## config.mk

```make
export PLATFORM = sky130hd
export DESIGN_NAME = radix_integer_token_parser_core
export DESIGN_NICKNAME = d
export VERILOG_FILES = /design/src/hw/rtl/ritp_pkg.sv /design/src/hw/rtl/ritp_front.sv /design/src/hw/rtl/ritp_queue.sv /design/src/hw/rtl/ritp_back.sv /design/src/hw/rtl/radix_integer_token_parser_core.sv
export SDC_FILE = /design/constraint.sdc
export NUM_CORES = 1
export LEC_CHECK = 0
export BUFFER_PORTS_ARGS = -buffer_cell sky130_fd_sc_hd__buf_2
export CELL_PAD_IN_SITES_DETAIL_PLACEMENT = 1
export CELL_PAD_IN_SITES_GLOBAL_PLACEMENT = 1
export CORE_ASPECT_RATIO = 1.4
export CORE_UTILIZATION = 30
export DETAILED_ROUTE_END_ITERATION = 6
export PLACE_DENSITY_LB_ADDON = 0.1
export RECOVER_POWER = 25
export SETUP_SLACK_MARGIN = 0.05
export SLEW_MARGIN = 20
export SYNTH_ARGS = -nofsm -noshare
export SYNTH_HDL_FRONTEND = slang
export SYNTH_SLANG_ARGS = --single-unit
```

## constraint.sdc

```tcl
create_clock -name aclk -period 20.5 [get_ports aclk]
set_input_delay 1.025 -clock aclk [delete_from_list [all_inputs] [get_ports aclk]]
set_output_delay 1.025 -clock aclk [all_outputs]
set_load 0.01 [all_outputs]
```

## src/hw/rtl/ritp_pkg.sv

```systemverilog
// Shared types and constants of the radix integer token parser.
package ritp_pkg;

    localparam int unsigned VALUE_W = 64;
    localparam int unsigned BASE_W = 6;
    localparam int unsigned CHAR_W = 8;
    localparam int unsigned STATUS_W = 3;
    localparam int unsigned CFG_ADDR_W = 1;
    localparam int unsigned CFG_DATA_W = 6;
    localparam int unsigned RITP_QUEUE_DEPTH = 2;

    localparam logic [CFG_ADDR_W-1:0] CFG_IDX_RADIX = 1'b0;
    localparam logic [CFG_ADDR_W-1:0] CFG_IDX_SIGNED_MODE = 1'b1;

    localparam logic [BASE_W-1:0] RADIX_RESET = 6'd10;
    localparam logic [BASE_W-1:0] BASE_MIN = 6'd2;
    localparam logic [BASE_W-1:0] BASE_MAX = 6'd36;
    localparam logic [BASE_W-1:0] BASE_TEN = 6'd10;

    typedef enum logic [STATUS_W-1:0] {
        ST_OK = 3'd0,
        ST_NOT_FOUND = 3'd1,
        ST_NO_DIGIT = 3'd2,
        ST_BAD_DIGIT = 3'd3,
        ST_OVERFLOW = 3'd4
    } status_t;

    // One classified input byte as the back end needs it.
    typedef struct packed {
        logic              eoi;
        logic [CHAR_W-1:0] ch;
        logic              blank;
        logic              line_break;
        logic              plus;
        logic              minus;
        logic              dig_ok;
        logic              dig_bad;
        logic [BASE_W-1:0] dig;
        logic [BASE_W-1:0] base;
        logic              sgn;
    } entry_t;

endpackage

```

## src/hw/rtl/ritp_front.sv

```systemverilog
// Front end: configuration registers and classification of each input byte.
module ritp_front
    import ritp_pkg::*;
(
    input  logic                  aclk,
    input  logic                  aresetn,
    input  logic                  cfg_wr_en,
    input  logic [CFG_ADDR_W-1:0] cfg_addr,
    input  logic [CFG_DATA_W-1:0] cfg_wdata,
    input  logic [CHAR_W-1:0]     char_in,
    input  logic                  end_of_input,
    output entry_t                entry
);

    logic [BASE_W-1:0] radix_reg;
    logic              signed_mode_reg;
    logic [BASE_W-1:0] base;
    logic              letters;
    logic [CHAR_W-1:0] c;

    always_ff @(posedge aclk) begin
        if (!aresetn) begin
            radix_reg <= RADIX_RESET;
            signed_mode_reg <= 1'b0;
        end else if (cfg_wr_en) begin
            unique case (cfg_addr)
                CFG_IDX_RADIX: radix_reg <= cfg_wdata;
                CFG_IDX_SIGNED_MODE: signed_mode_reg <= cfg_wdata[0];
                default: ;
            endcase
        end
    end

    assign c = char_in;
    assign letters = base > BASE_TEN;

    always_comb begin
        priority if (signed_mode_reg) begin
            base = BASE_TEN;
        end else if (radix_reg < BASE_MIN) begin
            base = BASE_MIN;
        end else if (radix_reg > BASE_MAX) begin
            base = BASE_MAX;
        end else begin
            base = radix_reg;
        end
    end

    always_comb begin
        entry.eoi = end_of_input;
        entry.ch = c;
        entry.blank = (c == 8'h00) || (c == 8'h20) || (c == 8'hA0) || (c == 8'h09);
        entry.line_break = (c >= 8'h0A) && (c <= 8'h0D);
        entry.plus = (c == 8'h2B);
        entry.minus = (c == 8'h2D);
        entry.base = base;
        entry.sgn = signed_mode_reg;
        entry.dig_ok = 1'b0;
        entry.dig = '0;
        priority if ((c >= 8'h30) && (c <= 8'h39)) begin
            entry.dig_ok = 1'b1;
            entry.dig = BASE_W'(c - 8'h30);
        end else if (letters && (c >= 8'h61) && (c <= 8'h7A)) begin
            entry.dig_ok = 1'b1;
            entry.dig = BASE_W'(c - 8'h61 + 8'd10);
        end else if (letters && (c >= 8'h41) && (c <= 8'h5A)) begin
            entry.dig_ok = 1'b1;
            entry.dig = BASE_W'(c - 8'h41 + 8'd10);
        end else begin
            entry.dig_ok = 1'b0;
        end
        entry.dig_bad = entry.dig >= base;
    end

endmodule

```

## src/hw/rtl/ritp_queue.sv

```systemverilog
// Short queue of classified bytes between the front end and the back end.
module ritp_queue
    import ritp_pkg::*;
#(
    parameter int unsigned DEPTH = RITP_QUEUE_DEPTH
) (
    input  logic   aclk,
    input  logic   aresetn,
    input  logic   push,
    input  entry_t push_data,
    output logic   full,
    input  logic   pop,
    output logic   not_empty,
    output entry_t head
);

    localparam int unsigned PTR_W = (DEPTH > 1) ? $clog2(DEPTH) : 1;
    localparam int unsigned CNT_W = $clog2(DEPTH + 1);
    localparam logic [PTR_W-1:0] LAST = PTR_W'(DEPTH - 1);
    localparam logic [CNT_W-1:0] FULL_CNT = CNT_W'(DEPTH);

    entry_t           mem_reg [DEPTH];
    logic [PTR_W-1:0] wr_ptr_reg;
    logic [PTR_W-1:0] rd_ptr_reg;
    logic [CNT_W-1:0] count_reg;
    logic             do_push;
    logic             do_pop;

    assign full = (count_reg == FULL_CNT);
    assign not_empty = (count_reg != '0);
    assign head = mem_reg[rd_ptr_reg];
    assign do_push = push && !full;
    assign do_pop = pop && not_empty;

    always_ff @(posedge aclk) begin
        if (do_push) begin
            mem_reg[wr_ptr_reg] <= push_data;
        end
    end

    always_ff @(posedge aclk) begin
        if (!aresetn) begin
            wr_ptr_reg <= '0;
            rd_ptr_reg <= '0;
            count_reg <= '0;
        end else begin
            if (do_push) begin
                wr_ptr_reg <= (wr_ptr_reg == LAST) ? '0 : wr_ptr_reg + 1'b1;
            end
            if (do_pop) begin
                rd_ptr_reg <= (rd_ptr_reg == LAST) ? '0 : rd_ptr_reg + 1'b1;
            end
            if (do_push && !do_pop) begin
                count_reg <= count_reg + 1'b1;
            end else if (do_pop && !do_push) begin
                count_reg <= count_reg - 1'b1;
            end
        end
    end

    a_count_bound: assert property (@(posedge aclk) disable iff (!aresetn)
        count_reg <= FULL_CNT)
        else $error("queue count exceeds its depth");

    a_push_full_holds: assert property (@(posedge aclk) disable iff (!aresetn)
        (full && push && !pop) |=> full && $stable(wr_ptr_reg))
        else $error("queue accepted an entry while full");

    a_pop_moves: assert property (@(posedge aclk) disable iff (!aresetn)
        (pop && not_empty && !push) |=> (count_reg == $past(count_reg) - 1'b1))
        else $error("queue pop did not reduce the count");

endmodule

```

## src/hw/rtl/ritp_back.sv

```systemverilog
// Back end: token state machine, accumulate step and output register.
module ritp_back
    import ritp_pkg::*;
(
    input  logic                aclk,
    input  logic                aresetn,
    input  logic                q_not_empty,
    input  entry_t              q_head,
    output logic                q_pop,
    output logic                m_valid,
    input  logic                m_ready,
    output logic [VALUE_W-1:0]  m_value,
    output logic [STATUS_W-1:0] m_status,
    output logic [CHAR_W-1:0]   m_stop_char,
    output logic                m_stop_is_end
);

    localparam int unsigned PROD_W = VALUE_W + BASE_W + 1;

    typedef enum logic [1:0] {
        PH_SKIP = 2'd0,
        PH_SIGN = 2'd1,
        PH_DIGITS = 2'd2
    } phase_t;

    phase_t              phase_reg, phase_next;
    logic [VALUE_W-1:0]  acc_reg, acc_next;
    logic                neg_reg, neg_next;
    logic                m_valid_reg, m_valid_next;
    logic [VALUE_W-1:0]  m_value_reg, m_value_next;
    status_t             m_status_reg, m_status_next;
    logic [CHAR_W-1:0]   m_stop_char_reg, m_stop_char_next;
    logic                m_stop_is_end_reg, m_stop_is_end_next;

    logic                emit;
    status_t             em_status;
    logic [VALUE_W-1:0]  em_value;
    logic [CHAR_W-1:0]   em_char;
    logic                em_end;
    logic [PROD_W-1:0]   prod;
    logic                prod_ovf;
    logic                ovf_pos;
    logic                ovf_neg;

    assign q_pop = q_not_empty && (!m_valid_reg || m_ready);

    assign prod = ({{(PROD_W-VALUE_W){1'b0}}, acc_reg}
                   * {{(PROD_W-BASE_W){1'b0}}, q_head.base})
                  + {{(PROD_W-BASE_W){1'b0}}, q_head.dig};
    assign prod_ovf = (prod[PROD_W-1:VALUE_W] != '0);
    assign ovf_pos = acc_reg[VALUE_W-1];
    assign ovf_neg = acc_reg[VALUE_W-1] && (acc_reg[VALUE_W-2:0] != '0);

    always_comb begin
        phase_next = phase_reg;
        acc_next = acc_reg;
        neg_next = neg_reg;
        emit = 1'b0;
        em_status = ST_OK;
        em_value = '0;
        em_char = q_head.ch;
        em_end = 1'b0;

        if (q_pop) begin
            if (phase_reg == PH_DIGITS) begin
                if (q_head.eoi || !q_head.dig_ok) begin
                    // The token ends here.
                    emit = 1'b1;
                    em_end = q_head.eoi;
                    em_char = q_head.eoi ? '0 : q_head.ch;
                    if (!q_head.sgn) begin
                        em_value = acc_reg;
                    end else if (!neg_reg) begin
                        em_status = ovf_pos ? ST_OVERFLOW : ST_OK;
                        em_value = ovf_pos ? '0 : acc_reg;
                    end else begin
                        em_status = ovf_neg ? ST_OVERFLOW : ST_OK;
                        em_value = ovf_neg ? '0 : ('0 - acc_reg);
                    end
                end else if (q_head.dig_bad) begin
                    emit = 1'b1;
                    em_status = ST_BAD_DIGIT;
                end else if (prod_ovf) begin
                    emit = 1'b1;
                    em_status = ST_OVERFLOW;
                end else begin
                    acc_next = prod[VALUE_W-1:0];
                end
            end else begin
                priority if (q_head.eoi) begin
                    emit = 1'b1;
                    em_status = ST_NOT_FOUND;
                    em_char = '0;
                    em_end = 1'b1;
                end else if (q_head.blank) begin
                    emit = 1'b0;
                end else if (q_head.line_break) begin
                    emit = 1'b1;
                    em_status = ST_NOT_FOUND;
                end else if ((phase_reg != PH_SIGN) && q_head.sgn
                             && (q_head.plus || q_head.minus)) begin
                    neg_next = q_head.minus;
                    phase_next = PH_SIGN;
                end else if (!q_head.dig_ok) begin
                    emit = 1'b1;
                    em_status = ST_NO_DIGIT;
                end else if (q_head.dig_bad) begin
                    emit = 1'b1;
                    em_status = ST_BAD_DIGIT;
                end else if (prod_ovf) begin
                    emit = 1'b1;
                    em_status = ST_OVERFLOW;
                end else begin
                    acc_next = prod[VALUE_W-1:0];
                    phase_next = PH_DIGITS;
                end
            end
            if (emit) begin
                phase_next = PH_SKIP;
                acc_next = '0;
                neg_next = 1'b0;
            end
        end

        m_valid_next = m_valid_reg && !m_ready;
        m_value_next = m_value_reg;
        m_status_next = m_status_reg;
        m_stop_char_next = m_stop_char_reg;
        m_stop_is_end_next = m_stop_is_end_reg;
        if (emit) begin
            m_valid_next = 1'b1;
            m_value_next = em_value;
            m_status_next = em_status;
            m_stop_char_next = em_char;
            m_stop_is_end_next = em_end;
        end
    end

    always_ff @(posedge aclk) begin
        if (!aresetn) begin
            phase_reg <= PH_SKIP;
            acc_reg <= '0;
            neg_reg <= 1'b0;
            m_valid_reg <= 1'b0;
        end else begin
            phase_reg <= phase_next;
            acc_reg <= acc_next;
            neg_reg <= neg_next;
            m_valid_reg <= m_valid_next;
        end
        m_value_reg <= m_value_next;
        m_status_reg <= m_status_next;
        m_stop_char_reg <= m_stop_char_next;
        m_stop_is_end_reg <= m_stop_is_end_next;
    end

    assign m_valid = m_valid_reg;
    assign m_value = m_value_reg;
    assign m_status = m_status_reg;
    assign m_stop_char = m_stop_char_reg;
    assign m_stop_is_end = m_stop_is_end_reg;

    a_error_zero_value: assert property (@(posedge aclk) disable iff (!aresetn)
        (m_valid_reg && (m_status_reg != ST_OK)) |-> (m_value_reg == '0))
        else $error("error result carries a nonzero value");

    a_end_zero_char: assert property (@(posedge aclk) disable iff (!aresetn)
        (m_valid_reg && m_stop_is_end_reg) |-> (m_stop_char_reg == '0))
        else $error("end of input result carries a stop byte");

    a_emit_clears_token: assert property (@(posedge aclk) disable iff (!aresetn)
        emit |=> (phase_reg == PH_SKIP) && (acc_reg == '0) && !neg_reg)
        else $error("token state not cleared after a result");

    a_no_pop_while_blocked: assert property (@(posedge aclk) disable iff (!aresetn)
        (m_valid_reg && !m_ready) |-> !q_pop)
        else $error("queue popped while the output register is blocked");

endmodule

```

## src/hw/rtl/radix_integer_token_parser_core.sv

```systemverilog
// Top level of the streaming radix integer token parser.
//
// Bytes of a text stream enter on the s_ channel, one per transaction, with
// s_end_of_input marking the end of the stream. Each integer token, and
// each line break, bad byte or end of input outside a token, yields one
// result transaction on the m_ channel: value, status, the byte that ended
// the token and whether end of input ended it. Bytes that are skipped or
// absorbed into a token give no result. The cfg_ port writes the radix
// (index 0) and signed mode (index 1); the user must write them only while
// the block is idle; the block does not enforce it. A front end classifies
// each byte against the current configuration into a two-entry queue; the
// back end takes one entry, and so one byte, per cycle while the output
// register is not blocked, doing one 64-by-6 multiply-add and overflow
// check. A receiver stall holds the result in the output register, stops
// the back end and fills the queue; then s_ready falls. Reset clears the
// queue, the token state and m_valid, and sets radix 10 and unsigned mode.
module radix_integer_token_parser_core
    import ritp_pkg::*;
#(
    parameter int unsigned QUEUE_DEPTH = RITP_QUEUE_DEPTH
) (
    input  logic                  aclk,
    input  logic                  aresetn,
    input  logic                  cfg_wr_en,
    input  logic [CFG_ADDR_W-1:0] cfg_addr,
    input  logic [CFG_DATA_W-1:0] cfg_wdata,
    input  logic                  s_valid,
    output logic                  s_ready,
    input  logic [CHAR_W-1:0]     s_char_in,
    input  logic                  s_end_of_input,
    output logic                  m_valid,
    input  logic                  m_ready,
    output logic [VALUE_W-1:0]    m_value,
    output logic [STATUS_W-1:0]   m_status,
    output logic [CHAR_W-1:0]     m_stop_char,
    output logic                  m_stop_is_end
);

    entry_t front_entry;
    entry_t q_head;
    logic   q_full;
    logic   q_not_empty;
    logic   q_pop;

    assign s_ready = !q_full;

    ritp_front u_front (
        .aclk         (aclk),
        .aresetn      (aresetn),
        .cfg_wr_en    (cfg_wr_en),
        .cfg_addr     (cfg_addr),
        .cfg_wdata    (cfg_wdata),
        .char_in      (s_char_in),
        .end_of_input (s_end_of_input),
        .entry        (front_entry)
    );

    ritp_queue #(
        .DEPTH (QUEUE_DEPTH)
    ) u_queue (
        .aclk      (aclk),
        .aresetn   (aresetn),
        .push      (s_valid),
        .push_data (front_entry),
        .full      (q_full),
        .pop       (q_pop),
        .not_empty (q_not_empty),
        .head      (q_head)
    );

    ritp_back u_back (
        .aclk          (aclk),
        .aresetn       (aresetn),
        .q_not_empty   (q_not_empty),
        .q_head        (q_head),
        .q_pop         (q_pop),
        .m_valid       (m_valid),
        .m_ready       (m_ready),
        .m_value       (m_value),
        .m_status      (m_status),
        .m_stop_char   (m_stop_char),
        .m_stop_is_end (m_stop_is_end)
    );

endmodule
```

After elaboration in Yosys (flattened, before gate mapping):

Memory sizes are Yosys's and may differ from the RTL's. A register that Yosys moved wholly into a read port is not among the register bits.
Cells that the tools add are included.

* register bits after elaboration: 155
* bits in writable memories: 56
* word-level logic and storage cells: 177
* memories kept: 1

Memories
* u_queue.mem_reg: depth 2, bits a word 28, rd ports 1, clocked after Yosys merged registers in 1, wr ports 1, RTL line ritp_queue.sv:22 `entry_t mem_reg [DEPTH];`

* $add $sub $neg: 11
* multiply operators: 1
* magnitude comparators: 12
* equal/unequal tests: 19
* mux-type cells: 78
* bitwise gates (word level): 1
* reduce and logical (&&, ||, !) cells: 41

Operators with widths (count)
* 64-bit 2-to-1 mux: 13
* 70-bit by 6-bit adder with 71-bit output: 1
* 64-bit by 6-bit multiplier with 70-bit output: 1
* 1-bit by 64-bit subtractor with 64-bit output, first input constant: 1
* 63-bit 2-to-1 mux: 1
* 63-bit nonzero test: 1
* 3-bit 2-to-1 mux: 13
* 6-bit 2-to-1 mux: 6
* 8-bit 2-to-1 mux: 4
* 1-bit 2-to-1 mux: 30
* 8-bit by 6-bit equality test with 1-bit output, second input constant: 3
* 2-bit 2-to-1 mux: 11
* 8-bit by 7-bit greater-or-equal comparator with 1-bit output, second input constant: 2
* 8-bit by 7-bit less-or-equal comparator with 1-bit output, second input constant: 2
* 1-bit logical AND: 15
* 6-bit by 4-bit adder with 6-bit output, second input constant: 2
* 6-bit subtractor, second input constant: 2
* 3-bit by 1-bit != test with 1-bit output, second input constant: 3
* 3-bit != test, second input constant: 3
* 8-bit by 4-bit equality test with 1-bit output, second input constant: 1
* 8-bit equality test, second input constant: 1
* 8-bit by 4-bit greater-or-equal comparator with 1-bit output, second input constant: 1
* 8-bit by 6-bit greater-or-equal comparator with 1-bit output, second input constant: 1
* 8-bit by 4-bit less-or-equal comparator with 1-bit output, second input constant: 1
* 25 further kinds: 44

Longest topological paths before layout:

Gate-level depths: netlist of run 1.

* depth in word-level cells: 14
* mapped depth: 27
* mapped depth without buffers: 23

Hierarchy:

From an unflattened synthesis of run 1, not the netlist that was laid out.

* cell total of the unflattened synthesis: 2637
* area, all modules: 24153.2 um^2

By module, submodules not included
* ritp_back: instances 1, cells an instance 2371, area each 20763.7 um^2, seq. area each 3643.5 um^2
* ritp_queue: instances 1, cells an instance 112, area each 2253.4 um^2, seq. area each 1781.7 um^2
* ritp_front: instances 1, cells an instance 153, area each 1132.3 um^2, seq. area each 140.1 um^2
* radix_integer_token_parser_core: instances 1, cells an instance 1, area each 3.8 um^2, seq. area each 0.0 um^2

Worst setup path before layout of run 1:

No wires, ideal clock.

* path kind: reg2reg
* start point: register (tool-made name)
* end point: register u_back.m_status_reg[0] (netlist: u_back.m_status[0]), enable pin
* setup time: 0.511 ns
* data arrival time: 10.218 ns
* required time: 19.989 ns
* setup slack: 9.771 ns
* stages on the path, launching flop included: 27
* buffers on the path: 4
* period minus slack after synthesis: 10.729 ns
* path through: dfxtp_1 -> buf_1 -> clkbuf_1 -> mux2i_1 -> clkbuf_1 -> nor2b_1 -> fa_1 -> inv_1 -> fa_1 -> inv_1 -> fa_1 -> inv_1 -> fa_1 -> inv_1 -> ha_1 -> a21oi_1 -> o21ai_0 -> o31ai_1 -> o21bai_1 -> a311oi_1 -> o31ai_1 -> a311oi_1 -> a311oi_1 -> nand4bb_1 -> a21oi_1 -> clkbuf_1 -> nor2_1

RTL lines
* to (signal assigned): RTL line ritp_back.sv:152 `m_status_reg <= m_status_next;`
* to (decl): RTL line ritp_back.sv:31 `status_t m_status_reg, m_status_next;`

==> metrics.md, run 1 <==
| Metric | Value |
|---|---|
| Initial antenna violation count | `1` |
| Post-Syn Instances | `2553` |
| Startpoint types | `flip-flop` |
| Die width | `238 µm` |
| Synth Warn # | `0` |
| Post-CTS sizing | `0` |
| CP Max Fanout | `64` |
| DR WL/cell | `22.4 µm` |
| Min-delay worst type | `reg -> reg` |
| Max_slew headroom | `-1.30` |
| PwrDens | `67.6 nW/µm²` |
| Met3 GRT Util | `0.0169` |
| Largest net degree at the start of global routing | `65` |
| Simple-Gate Fraction of Synth Area | `0.236` |
| Static leakage | `roughly 11 nW` |
| Initial Util | `0.304` |
| Global-route wire length before repair | `129000 µm` |
| Crit Path Class | `reg -> reg` |
| Main combinational cell family by area after synthesis | `adder cells` |
| Post-synthesis mux area share | `0.0159` |
| Antenna Nets Post-Route | `0` |
| GRT Util Overall | `0.209` |
| Row cnt | `120` |
| Max-Cap Viols | `3` |
| Max Fclk | `104 MHz` |
| Die height | `332 µm` |
| Core footprint | `76700 µm²` |
| Failing checks | `max-capacitance violations, max-slew violations` |
| Number of global-route vias before repair | `~21000` |
| Hold_ws | `520 ps` |
| Setup TNS | `0 ps` |
| CTS Root Cell | `clkbuf_16` |
| Final max-slew violation count | `between 100 and 150` |
| Syn Area/Cell | `9.13 µm²` |
| Critical path required time | `20710 ps` |
| Cell Area, Synth | `23300 µm²` |
| DRC Markers | `0` |
| DP Wirelength | `60900 µm` |
| Synth Register Bits | `212` |
| Global route hottest layer | `met2` |
| Final #Nets | `2955` |
| RePlAce Congestion | `0.858` |
| CP Capture Type | `flip-flop` |
| Drt pass-1 iters | `5` |
| Drt initial violations | `913` |
| Synthesized Nets | `2994` |
| Fraction of layout cells with a size suffix above 1 | `0.0824` |
| Pre-CTS setup slack | `10900 ps` |
| Synth-to-Final Area Change | `10.1%` |
| Worst-case clock buffer depth | `3` |
| Final period utilization | `0.467` |
| Final worst slack | `10920 ps` |
| Worst vdd ir | `0.0846 mV` |
| IO buf count | `98` |
| Adder-cell share of the synthesized area | `0.307` |
| Worst-path clk slew | `roughly 60 ps` |
| Xor and xnor area share after synthesis | `0.0248` |
| Remaining global-route overflow | `0` |
| Fin crit period | `9580 ps` |
| Die footprint | `78800 µm²` |
| Met2 Track Usage GR | `0.391` |
| Status | `finished with violations` |
| Main flop type after synthesis | `edfxtp_1` |
| RSZ-0062 raised after global routing | `false` |
| Hold_buf cts | `0` |
| Post-synth EDFFs | `132` |
| Clock Sink Count | `212` |
| # H-tree levels | `1` |
| Register area share after synthesis | `0.239` |
| Clock Skew | `45.6 ps` |
| DRT Wirelength | `79900 µm` |
| Post-synth cell types | `81` |
| Worst slew pin tran | `~3500 ps` |
| Final setup fails | `0` |
| Clock Latency Late Sink | `620 ps` |
| Final Hold Viols | `0` |
| Vias per cell | `5.24` |
| Total CTS buffers | `28` |
| Routing usage on met1 | `0.255` |
| CTS tree | `done` |
| Top-Level Pins | `a little under 100` |
| Yosys top cell area share | `0.216` |
| Synth area leader | `fa_1` |
| Compound-Gate Fraction of Synth Area | `0.132` |
| DR vias | `between 15000 and 20000` |
| Setup bufs post-CTS | `0` |
| Area contributors post-synth | `fa_1, edfxtp_1, nor2b_1` |
| FFs w/ async S/R, synth | `0` |
| WP data arrival | `9790 ps` |
critical path, cell delays in order (launching register included):
cell       delay, ps
dfxtp_2          690
mux2i_4          310
buf_4            670
nor2b_1          160
fa_1             570
inv_1             50
fa_1             470
inv_1             60
fa_1             530
inv_1             50
fa_1             530
inv_1             40
ha_1             340
a21oi_1          160
o21ai_0          230
o31ai_1          380
o21bai_1         210
a311oi_1         980
o31ai_1          290
a311oi_1         380
a311oi_1         120
nand4bb_1        320
a21oi_1          120
buf_4            240
nor2_4           580
buf_4            630
cell type report:
| class | count | area, µm² |
|---|---|---|
| inverter | 81 | 304 |
| antenna | 1 | 2.50 |
| fill | 8798 | 51100 |
| timing repair buffer | 123 | 673 |
| clock inverter | 21 | 279 |
| sequential | 212 | 5570 |
| clock buffer | 31 | 722 |
| tap | 1037 | 1300 |
| multi-input combinational | 2068 | 16800 |
synthesized netlist by cell type (all sizes together), types with 10 or more instances:
| library cell | instances |
|---|---|
| or2 | 12 |
| o21bai | 16 |
| clkbuf | 176 |
| o21a | 13 |
| a211oi | 12 |
| or3 | 26 |
| xor2 | 31 |
| buf | 16 |
| nor4 | 17 |
| or4 | 12 |
| nor3 | 52 |
| o21ai | 112 |
| nand2 | 160 |
| edfxtp | 132 |
| nand4 | 38 |
| ha | 168 |
| dfxtp | 80 |
| nand2b | 29 |
| inv | 81 |
| a21oi | 175 |
| and3 | 10 |
| nor2b | 365 |
| nand3 | 36 |
| nor2 | 261 |
| a21o | 38 |
| fa | 252 |
| a22oi | 56 |
| a31oi | 14 |
| mux2i | 27 |
| xnor2 | 35 |
stage by stage:
| step | power [mW] | cells | utilization | instance area, µm² |
|---|---|---|---|---|
| floorplan | 0.944 | 2553 | - | 23300 |
| global placement | 1.20 | 3520 | 0.321 | 24700 |
| detailed placement | 1.22 | 3521 | 0.322 | 24700 |
| CTS | 1.78 | 3573 | 0.335 | 25700 |
| global route | 1.83 | 3573 | 0.334 | 25700 |
| finish | 1.74 | 3574 | 0.334 | 25700 |
layer usage:
metal / wire length (µm) / vias to the layer above / part of all wire
met5: 0 / - / 0
met4: 1970 / 0 / 0.025
met3: 1960 / 86 / 0.024
met2: 42300 / 286 / 0.53
met1: 33700 / 9668 / 0.42
li1: - / 8682 / -
power by group:
part	internal [mW]	switching [mW]
Sequential	0.570	0.0422
Combinational	0.150	0.434
Clock	0.319	0.219
placed cells by master, fill, tap and decap left out, types with 21 or more instances in the layout:
cell type / synthesis / routed
nor2b_1: 365 / 365
a21o_1: 38 / 38
nand2_1: 160 / 160
fa_1: 252 / 252
nor2_1: 261 / 257
or3_1: 23 / 22
ha_1: 168 / 168
inv_1: 80 / 80
xor2_1: 31 / 31
edfxtp_1: 132 / 132
xnor2_1: 35 / 35
nor3_1: 51 / 50
buf_2: 10 / 87
nand4_1: 38 / 38
nand3_1: 36 / 36
a21oi_1: 174 / 174
a22oi_1: 56 / 56
dfxtp_1: 80 / 79
nand2b_1: 29 / 29
buf_4: 0 / 21
mux2i_1: 27 / 21
clkbuf_16: 0 / 28
o21ai_0: 109 / 109
logic make-up after synthesis:
kind of cell	after synthesis
and+or+nand+nor	1046
muxes	36
AOI/OAI and AO/OA	499
buffers and inverters	273
DFF	212
adders and majority gates	421
xor gates and xnor gates	66
worst paths after layout:
| kind | startpoint | end | slack, ps | cells after the start |
|---|---|---|---|---|
| min reg2reg | u_queue.rd_ptr_reg$_SDFFE_PN0P_ | u_queue.rd_ptr_reg$_SDFFE_PN0P_ | 520 | 2 |
| min | u_queue.rd_ptr_reg$_SDFFE_PN0P_ | u_queue.rd_ptr_reg$_SDFFE_PN0P_ | 520 | 2 |
| max reg2reg | flip-flop | u_back.m_value[32]$_SDFFCE_PN0P_ | 10920 | 25 |
| max | flip-flop | u_back.m_value[32]$_SDFFCE_PN0P_ | 10920 | 25 |
Note: power is estimated with default switching activity, not from simulation.
==> run 2, diff against run 1 <==
- clock period: 20.5 -> 10.06 ns (I/O delays scaled with it)
==> run 2 against run 1 <==
  * The run still ends with max-capacitance violations, max-slew violations left
  * Via count is 0.15% higher
  * Sequential power is 100% higher
  * Global-route usage is 0.28 points lower
  * Critical path type unchanged
  * Critical endpoint is now u_back.m_value[27]$_SDFFCE_PN0P_
==> metrics.md, run 2 (synthesis gave the netlist of run 1 again) <==
| Metric | Value |
|---|---|
| Reg2reg path depth | `23 (-8.0%)` |
| Initial Util | `0.304 (unchanged)` |
| CP Capture Type | `flip-flop` |
| Status | `finished with violations` |
| Final period utilization | `0.877 (+0.409)` |
| Final #Nets | `2958 (+0.10%)` |
| Final setup fails | `0 (unchanged)` |
| Remaining global-route overflow | `0 (unchanged)` |
| Total CTS buffers | `28 (unchanged)` |
| GRT Util Overall | `0.207 (-0.00279)` |
| Min-delay worst type | `in -> reg` |
| Final max-slew violation count | `130 (+11%)` |
| CP Max Fanout | `42 (-34%)` |
| Max incr delay on CP | `730 ps (-250 ps)` |
| Clock Sink Count | `212 (unchanged)` |
| Antenna Nets Post-Route | `0 (unchanged)` |
| Die height | `332 µm (unchanged)` |
| Cell family with most CP delay | `compound AO/OA/AOI/OAI gates` |
| CTS tree | `done` |
| Fraction of layout cells with a size suffix above 1 | `0.0807 (-0.00167)` |
| RSZ-0062 raised after global routing | `false` |
| Instance count on the critical path | `23 (-8.0%)` |
| FILL cells | `8763 (-0.40%)` |
| DP Wirelength | `61700 µm (+1.4%)` |
| Hold_ws | `91.4 ps (-428 ps)` |
| Row cnt | `120 (unchanged)` |
| Most frequent cells in the layout | `nor2b_1, nor2_1, fa_1` |
| DR WL/cell | `22.5 µm (+0.52%)` |
| Max-Cap Viols | `3 (unchanged)` |
| Setup bufs post-CTS | `0 (unchanged)` |
| Core footprint | `76700 µm² (unchanged)` |
| Worst slew pin tran | `4290 ps (+835 ps)` |
| RePlAce Congestion | `0.845 (-1.4%)` |
| Drt initial violations | `714 (-22%)` |
| WP data arrival | `9070 ps (-720 ps)` |
| Vias per cell | `5.24 (about the same)` |
| Hold path depth | `3 (+1)` |
| Startpoint types | `flip-flop` |
| Failing checks | `max-capacitance violations, max-slew violations` |
| Worst vdd ir | `0.153 mV (+81%)` |
| DRC Markers | `0 (unchanged)` |
| CTS Root Cell | `clkbuf_16` |
| Setup TNS | `0 ps (unchanged)` |
| Drt pass-1 iters | `4 (-1)` |
| DR vias | `18800 (+0.15%)` |
| Static leakage | `11.3 nW (-0.28%)` |
| Largest net degree at the start of global routing | `72 (+11%)` |
| PwrDens | `137 nW/µm² (+100%)` |
| Clock Skew | `52.3 ps (+6.68 ps)` |
| Critical path required time | `10310 ps (-10400 ps)` |
| Top-Level Pins | `99 (unchanged)` |
| Die footprint | `78800 µm² (unchanged)` |
| IO buf count | `98 (unchanged)` |
| Crit Path Class | `reg -> reg` |
| Clock Latency Late Sink | `620 ps (about the same)` |
| Commonest non-fill, non-tap cell in the layout | `nor2b_1` |
| CP Cell Sequence | `mux2i_4 > buf_4 > buf_4 > nor2b_1 > fa_1 > ha_1 > inv_1 > fa_1 > fa_1 > inv_1 > ha_1 > o211ai_1 > o21ai_0 > o31ai_1 > o21bai_1 > a311oi_1 > o31ai_1 > a311oi_1 > a311oi_1 > nand4bb_1 > a21oi_1 > nor2_4 > buf_4` |
| Critical path's slowest cell | `o31ai_1` |
| Max Fclk | `113 MHz (+8.6%)` |
| Synth-to-Final Area Change | `9.89%` |
| Crit path buf inv count | `5 (-2)` |
| Die width | `238 µm (unchanged)` |
| Worst-case clock buffer depth | `3 (unchanged)` |
| Max_slew headroom | `-1.86 (-0.557)` |
| Worst-path clk slew | `60 ps (about the same)` |
| Hold_buf cts | `0 (unchanged)` |
| # diodes | `0 (-1)` |
| DRT Wirelength | `80400 µm (+0.57%)` |
| Number of global-route vias before repair | `21200 (+0.094%)` |
| Post-CTS sizing | `0 (unchanged)` |
| Final Hold Viols | `0 (unchanged)` |
| # H-tree levels | `1 (unchanged)` |
| Fin crit period | `8820 ps (-761 ps)` |
| Initial antenna violation count | `3 (+2)` |
| Global-route wire length before repair | `127000 µm (-1.2%)` |
## run 2: changes by cell type in the layout (fill, tap and decap cells not counted), sizes merged
| cell | change |
|---|---|
| clkbuf | +8 |
| buf | -3 |
| bufinv | -2 |
| clkinvlp | +1 |
| diode | -1 |
| inv | -1 |
## run 2: worst paths after layout
path / slack, ps / from / to
worst max-delay path: 1240 / flip-flop / u_back.m_value[27]$_SDFFCE_PN0P_
worst min-delay path: 90 / cfg_wdata[1] / u_front.radix_reg[1]$_SDFFE_PN1P_
worst max register to register: 1240 / flip-flop / u_back.m_value[27]$_SDFFCE_PN0P_
worst min register to register: 510 / u_queue.count_reg[1]$_SDFFE_PN0P_ / u_queue.count_reg[1]$_SDFFE_PN0P_
## run 2: power by group
part	total, mW	leakage (nW)	switching [mW]	internal (mW)
clock	1.05	0.443	0.443	0.603
sequential	1.24	1.91	0.0788	1.16
combinational	1.21	8.93	0.907	0.307
total	3.50	11.3	1.43	2.07
## run 2: final cells by class
type | instances | area, µm² | share of cell area
clock buffers | 33 | 739 | 0.0289
clock inverters | 19 | 205 | 0.00801
inverters | 81 | 304 | 0.0119
multi-input cells | 2068 | 16800 | 0.657
flip-flops and latches | 212 | 5570 | 0.217
well taps | 1037 | 1300 | 0.0507
repair buffers | 126 | 681 | 0.0266
## run 2: worst min-delay path, stage by stage
cell	delay, ps
buf_2	70
mux2i_1	50
nand2_1	50
## run 2: per-stage QoR
| step | util | cell area, µm² | instances | setup WS (ps) | power [mW] |
|---|---|---|---|---|---|
| detailed placement | 0.322 | 24700 | 3524 | 1360 | 2.50 |
| CTS | 0.334 | 25600 | 3576 | 1280 | 3.58 |
| global route | 0.334 | 25600 | 3576 | 794 | 3.69 |
| global placement | 0.322 | 24700 | 3524 | 1590 | 2.48 |
| floorplan | - | 23300 | 2553 | 608 | 1.91 |
| finish | 0.334 | 25600 | 3576 | 1240 | 3.50 |
## run 2: per-layer routing
layer / routed length [µm] / track usage
met4: 2110 / 0.0583
met5: 0 / 0
met2: 42400 / 0.387
met3: 1690 / 0.0168
met1: 34200 / 0.249
==> run 3, diff against run 2 <==
- clock period: 10.06 -> 7.9 ns (I/O delays scaled with it)
==> run 3 against run 2 <==
  * The run still ends with max-capacitance violations, max-slew violations left
  * Critical path depth up 1
  * Non-clock buffer count up 42
  * First-iteration DRC count up 17%
  * Final cell count up 1.2%
  * Power up 32%
  * Flip-flop and latch count unchanged
  * Core utilization up 0.66 points
  * Global-route usage up 0.19 points
  * Register-to-register slack worse by 740 ps
  * Die area unchanged
  * Final area up 2.0%
  * Maximum frequency up 19%
  * Critical endpoint is now u_back.acc_reg[55]$_SDFFE_PN0P_
  * Largest power group is now combinational logic
==> metrics.md, run 3 (synthesis gave the netlist of run 1 again) <==
| Metric | Value |
|---|---|
| PwrDens | `177 nW/µm² (+30%)` |
| DR WL/cell | `22.3 µm (-0.95%)` |
| Commonest non-fill, non-tap cell in the layout | `nor2b_1` |
| NetSw | `1.88 mW (+31%)` |
| Min-delay worst type | `in -> reg` |
| Clock Latency Late Sink | `640 ps (+20 ps)` |
| Vias per cell | `5.22 (-0.39%)` |
| Crit path buf inv count | `5 (unchanged)` |
| Worst-case clock buffer depth | `3 (unchanged)` |
| Total CTS buffers | `28 (unchanged)` |
| Status | `finished with violations` |
| Hold path depth | `3 (unchanged)` |
| Drt initial violations | `838 (+17%)` |
| CTS tree | `done` |
| Antenna Nets Post-Route | `0 (unchanged)` |
| DRT Wirelength | `80600 µm (+0.24%)` |
| Dpl cells | `3554 (+0.85%)` |
| Largest net degree at the start of global routing | `70 (-2.8%)` |
| Final worst slack | `500 ps (-739 ps)` |
| Hold wc startpoint | `cfg_wr_en` |
| Synth-to-Final Area Change | `12.1%` |
| Die footprint | `78800 µm² (unchanged)` |
| Final cell count without fillers | `3619 (+1.2%)` |
| Worst vdd ir | `0.187 mV (+22%)` |
| Int Power | `2.75 mW (+33%)` |
| CP Cell Sequence | `mux2i_4 > buf_12 > buf_4 > nor2b_1 > fa_1 > fa_1 > fa_1 > ha_1 > ha_1 > a21o_1 > a311o_1 > a41oi_1 > nor2_1 > a2111oi_1 > o21ai_0 > xor2_1 > a311oi_1 > buf_4 > nand4bb_1 > buf_4 > nor3_2 > buf_12 > a22oi_1 > nor2_1` |
| Sequential power share | `0.340 (-0.015)` |
| Sw Share | `0.406 (-0.00206)` |
| Top-Level Pins | `99 (unchanged)` |
| Initial antenna violation count | `3 (unchanged)` |
| Most frequent cells in the layout | `nor2b_1, nor2_1, fa_1` |
| Worst-path clk slew | `60 ps (about the same)` |
| Static leakage | `11.4 nW (+1.3%)` |
| Max incr delay on CP | `550 ps (-180 ps)` |
| Global-route wire length before repair | `128000 µm (+1.1%)` |
| WP data arrival | `7860 ps (-1210 ps)` |
| # H-tree levels | `1 (unchanged)` |
| Fin crit period | `7400 ps (-1420 ps)` |
| Failing checks | `max-capacitance violations, max-slew violations` |
| Worst slew pin tran | `4010 ps (-278 ps)` |
| Max Fclk | `135 MHz (+19%)` |
| Die height | `332 µm (unchanged)` |
| GRT Util Overall | `0.208 (+0.00188)` |
| Post-layout util | `0.340 (+0.00659)` |
| Worst R2R End | `u_back.acc_reg[55]$_SDFFE_PN0P_` |
| Placed instance area | `25100 µm² (+1.4%)` |
| Hold endpoint | `u_front.signed_mode_reg$_SDFFE_PN0P_` |
| Final period utilization | `0.937 (+0.0599)` |
| Row cnt | `120 (unchanged)` |
| Crit Path Class | `reg -> reg` |
| Number of global-route vias before repair | `21600 (+1.7%)` |
| Die width | `238 µm (unchanged)` |
| Initial Util | `0.304 (unchanged)` |
| FILL cells | `8809 (+0.52%)` |
| Comb power frac | `0.357 (+0.010)` |
| Clock Sink Count | `212 (unchanged)` |
| Startpoint types | `flip-flop` |
| R2R Setup Slk | `500 ps (-740 ps)` |
| Cell family with most CP delay | `adder cells` |
| CTS Root Cell | `clkbuf_16` |
| Final #Nets | `3000 (+1.4%)` |
| Fraction of layout cells with a size suffix above 1 | `0.0771 (-0.00364)` |
| DR vias | `18900 (+0.81%)` |
| CP Capture Type | `flip-flop` |
| DP Wirelength | `60200 µm (-2.5%)` |
| Final setup fails | `0 (unchanged)` |
| Design area | `26100 µm² (+2.0%)` |
| DRC Markers | `0 (unchanged)` |
| Drt pass-1 iters | `5 (+1)` |
| Reg2reg path depth | `24 (+4.3%)` |
| Max-Cap Viols | `1 (-2)` |
| IO buf count | `98 (unchanged)` |
| RSZ-0062 raised after global routing | `false` |
| Critical path's slowest cell | `fa_1` |
| Remaining global-route overflow | `0 (unchanged)` |
| Core footprint | `76700 µm² (unchanged)` |
| Setup TNS | `0 ps (unchanged)` |
| Critical path required time | `8360 ps (-1950 ps)` |
| RePlAce Congestion | `0.832 (-1.5%)` |
| Pre-CTS setup slack | `203 ps (-1150 ps)` |
| Final Hold Viols | `0 (unchanged)` |
| CP Max Fanout | `54 (+29%)` |
| Clock Skew | `68.7 ps (+16.4 ps)` |
| Max_slew headroom | `-1.67 (+0.185)` |
| Final max-slew violation count | `70 (-46%)` |
| Clk pwr share | `0.303 (+0.004)` |
## run 3: what timing repair did
item                                   4_1_cts  5_1_grt
setup endpoints to repair                    0      108
gates resized for setup                      0        2
hold buffers                                 8        0
setup buffers                                0        4
endpoints found under the hold margin       10        0
## run 3: layout make-up
class                   instances  area [µm²]  area share
multi-input cells            2068       16800       0.644
repair buffers                168        1130      0.0431
clock buffers                  31         722      0.0276
inverters                      81         304      0.0116
flip-flops and latches        212        5570       0.213
clock inverters                21         270      0.0103
well taps                    1037        1300      0.0497
diodes                          1        2.50   0.0000958
## run 3: worst max path at each step
stage / startpoint / endpoint / slack (ps) / depth (start not counted)
5_1_grt: flip-flop / u_back.acc_reg[37]$_SDFFE_PN0P_ / 120 / 24
2_1_floorplan: flip-flop / u_back.m_status[0]$_SDFFCE_PN0P_ / 120 / 26
3_5_place_dp: flip-flop / u_back.m_value[32]$_SDFFCE_PN0P_ / 200 / 22
3_3_place_gp: flip-flop / u_back.m_value[32]$_SDFFCE_PN0P_ / 250 / 22
4_1_cts: flip-flop / u_back.m_value[33]$_SDFFCE_PN0P_ / 90 / 22
6_report: flip-flop / u_back.acc_reg[55]$_SDFFE_PN0P_ / 500 / 24
## run 3: routing by layer
metal,share of wire,vias up,GRT usage
met5,0.00014,-,0
met4,0.035,2,0.0725
met3,0.026,122,0.0211
met2,0.52,270,0.386
met1,0.42,9732,0.247
li1,-,8776,-
## run 3: power by group through the flow
stage | sequential [mW] | clock (mW) | combinational, mW
global route | 1.60 | 1.48 | 1.78
finish | 1.57 | 1.40 | 1.65
global placement | 1.59 | 0 | 1.62
CTS | 1.58 | 1.46 | 1.66
detailed placement | 1.59 | 0 | 1.65
floorplan | 1.65 | 0 | 0.808
## run 3: tightest hold or removal path: stages
cell and delay (ps):
clkbuf_1 90, nand3_1 90, a21oi_1 60
## run 3: through the flow
stage / hold slack [ps] / power [mW]
after floorplan: 457 / 2.46
after global placement: 495 / 3.21
after detailed placement: 519 / 3.25
after CTS: 15.5 / 4.69
after global routing: 43.5 / 4.86
final: 53.1 / 4.63
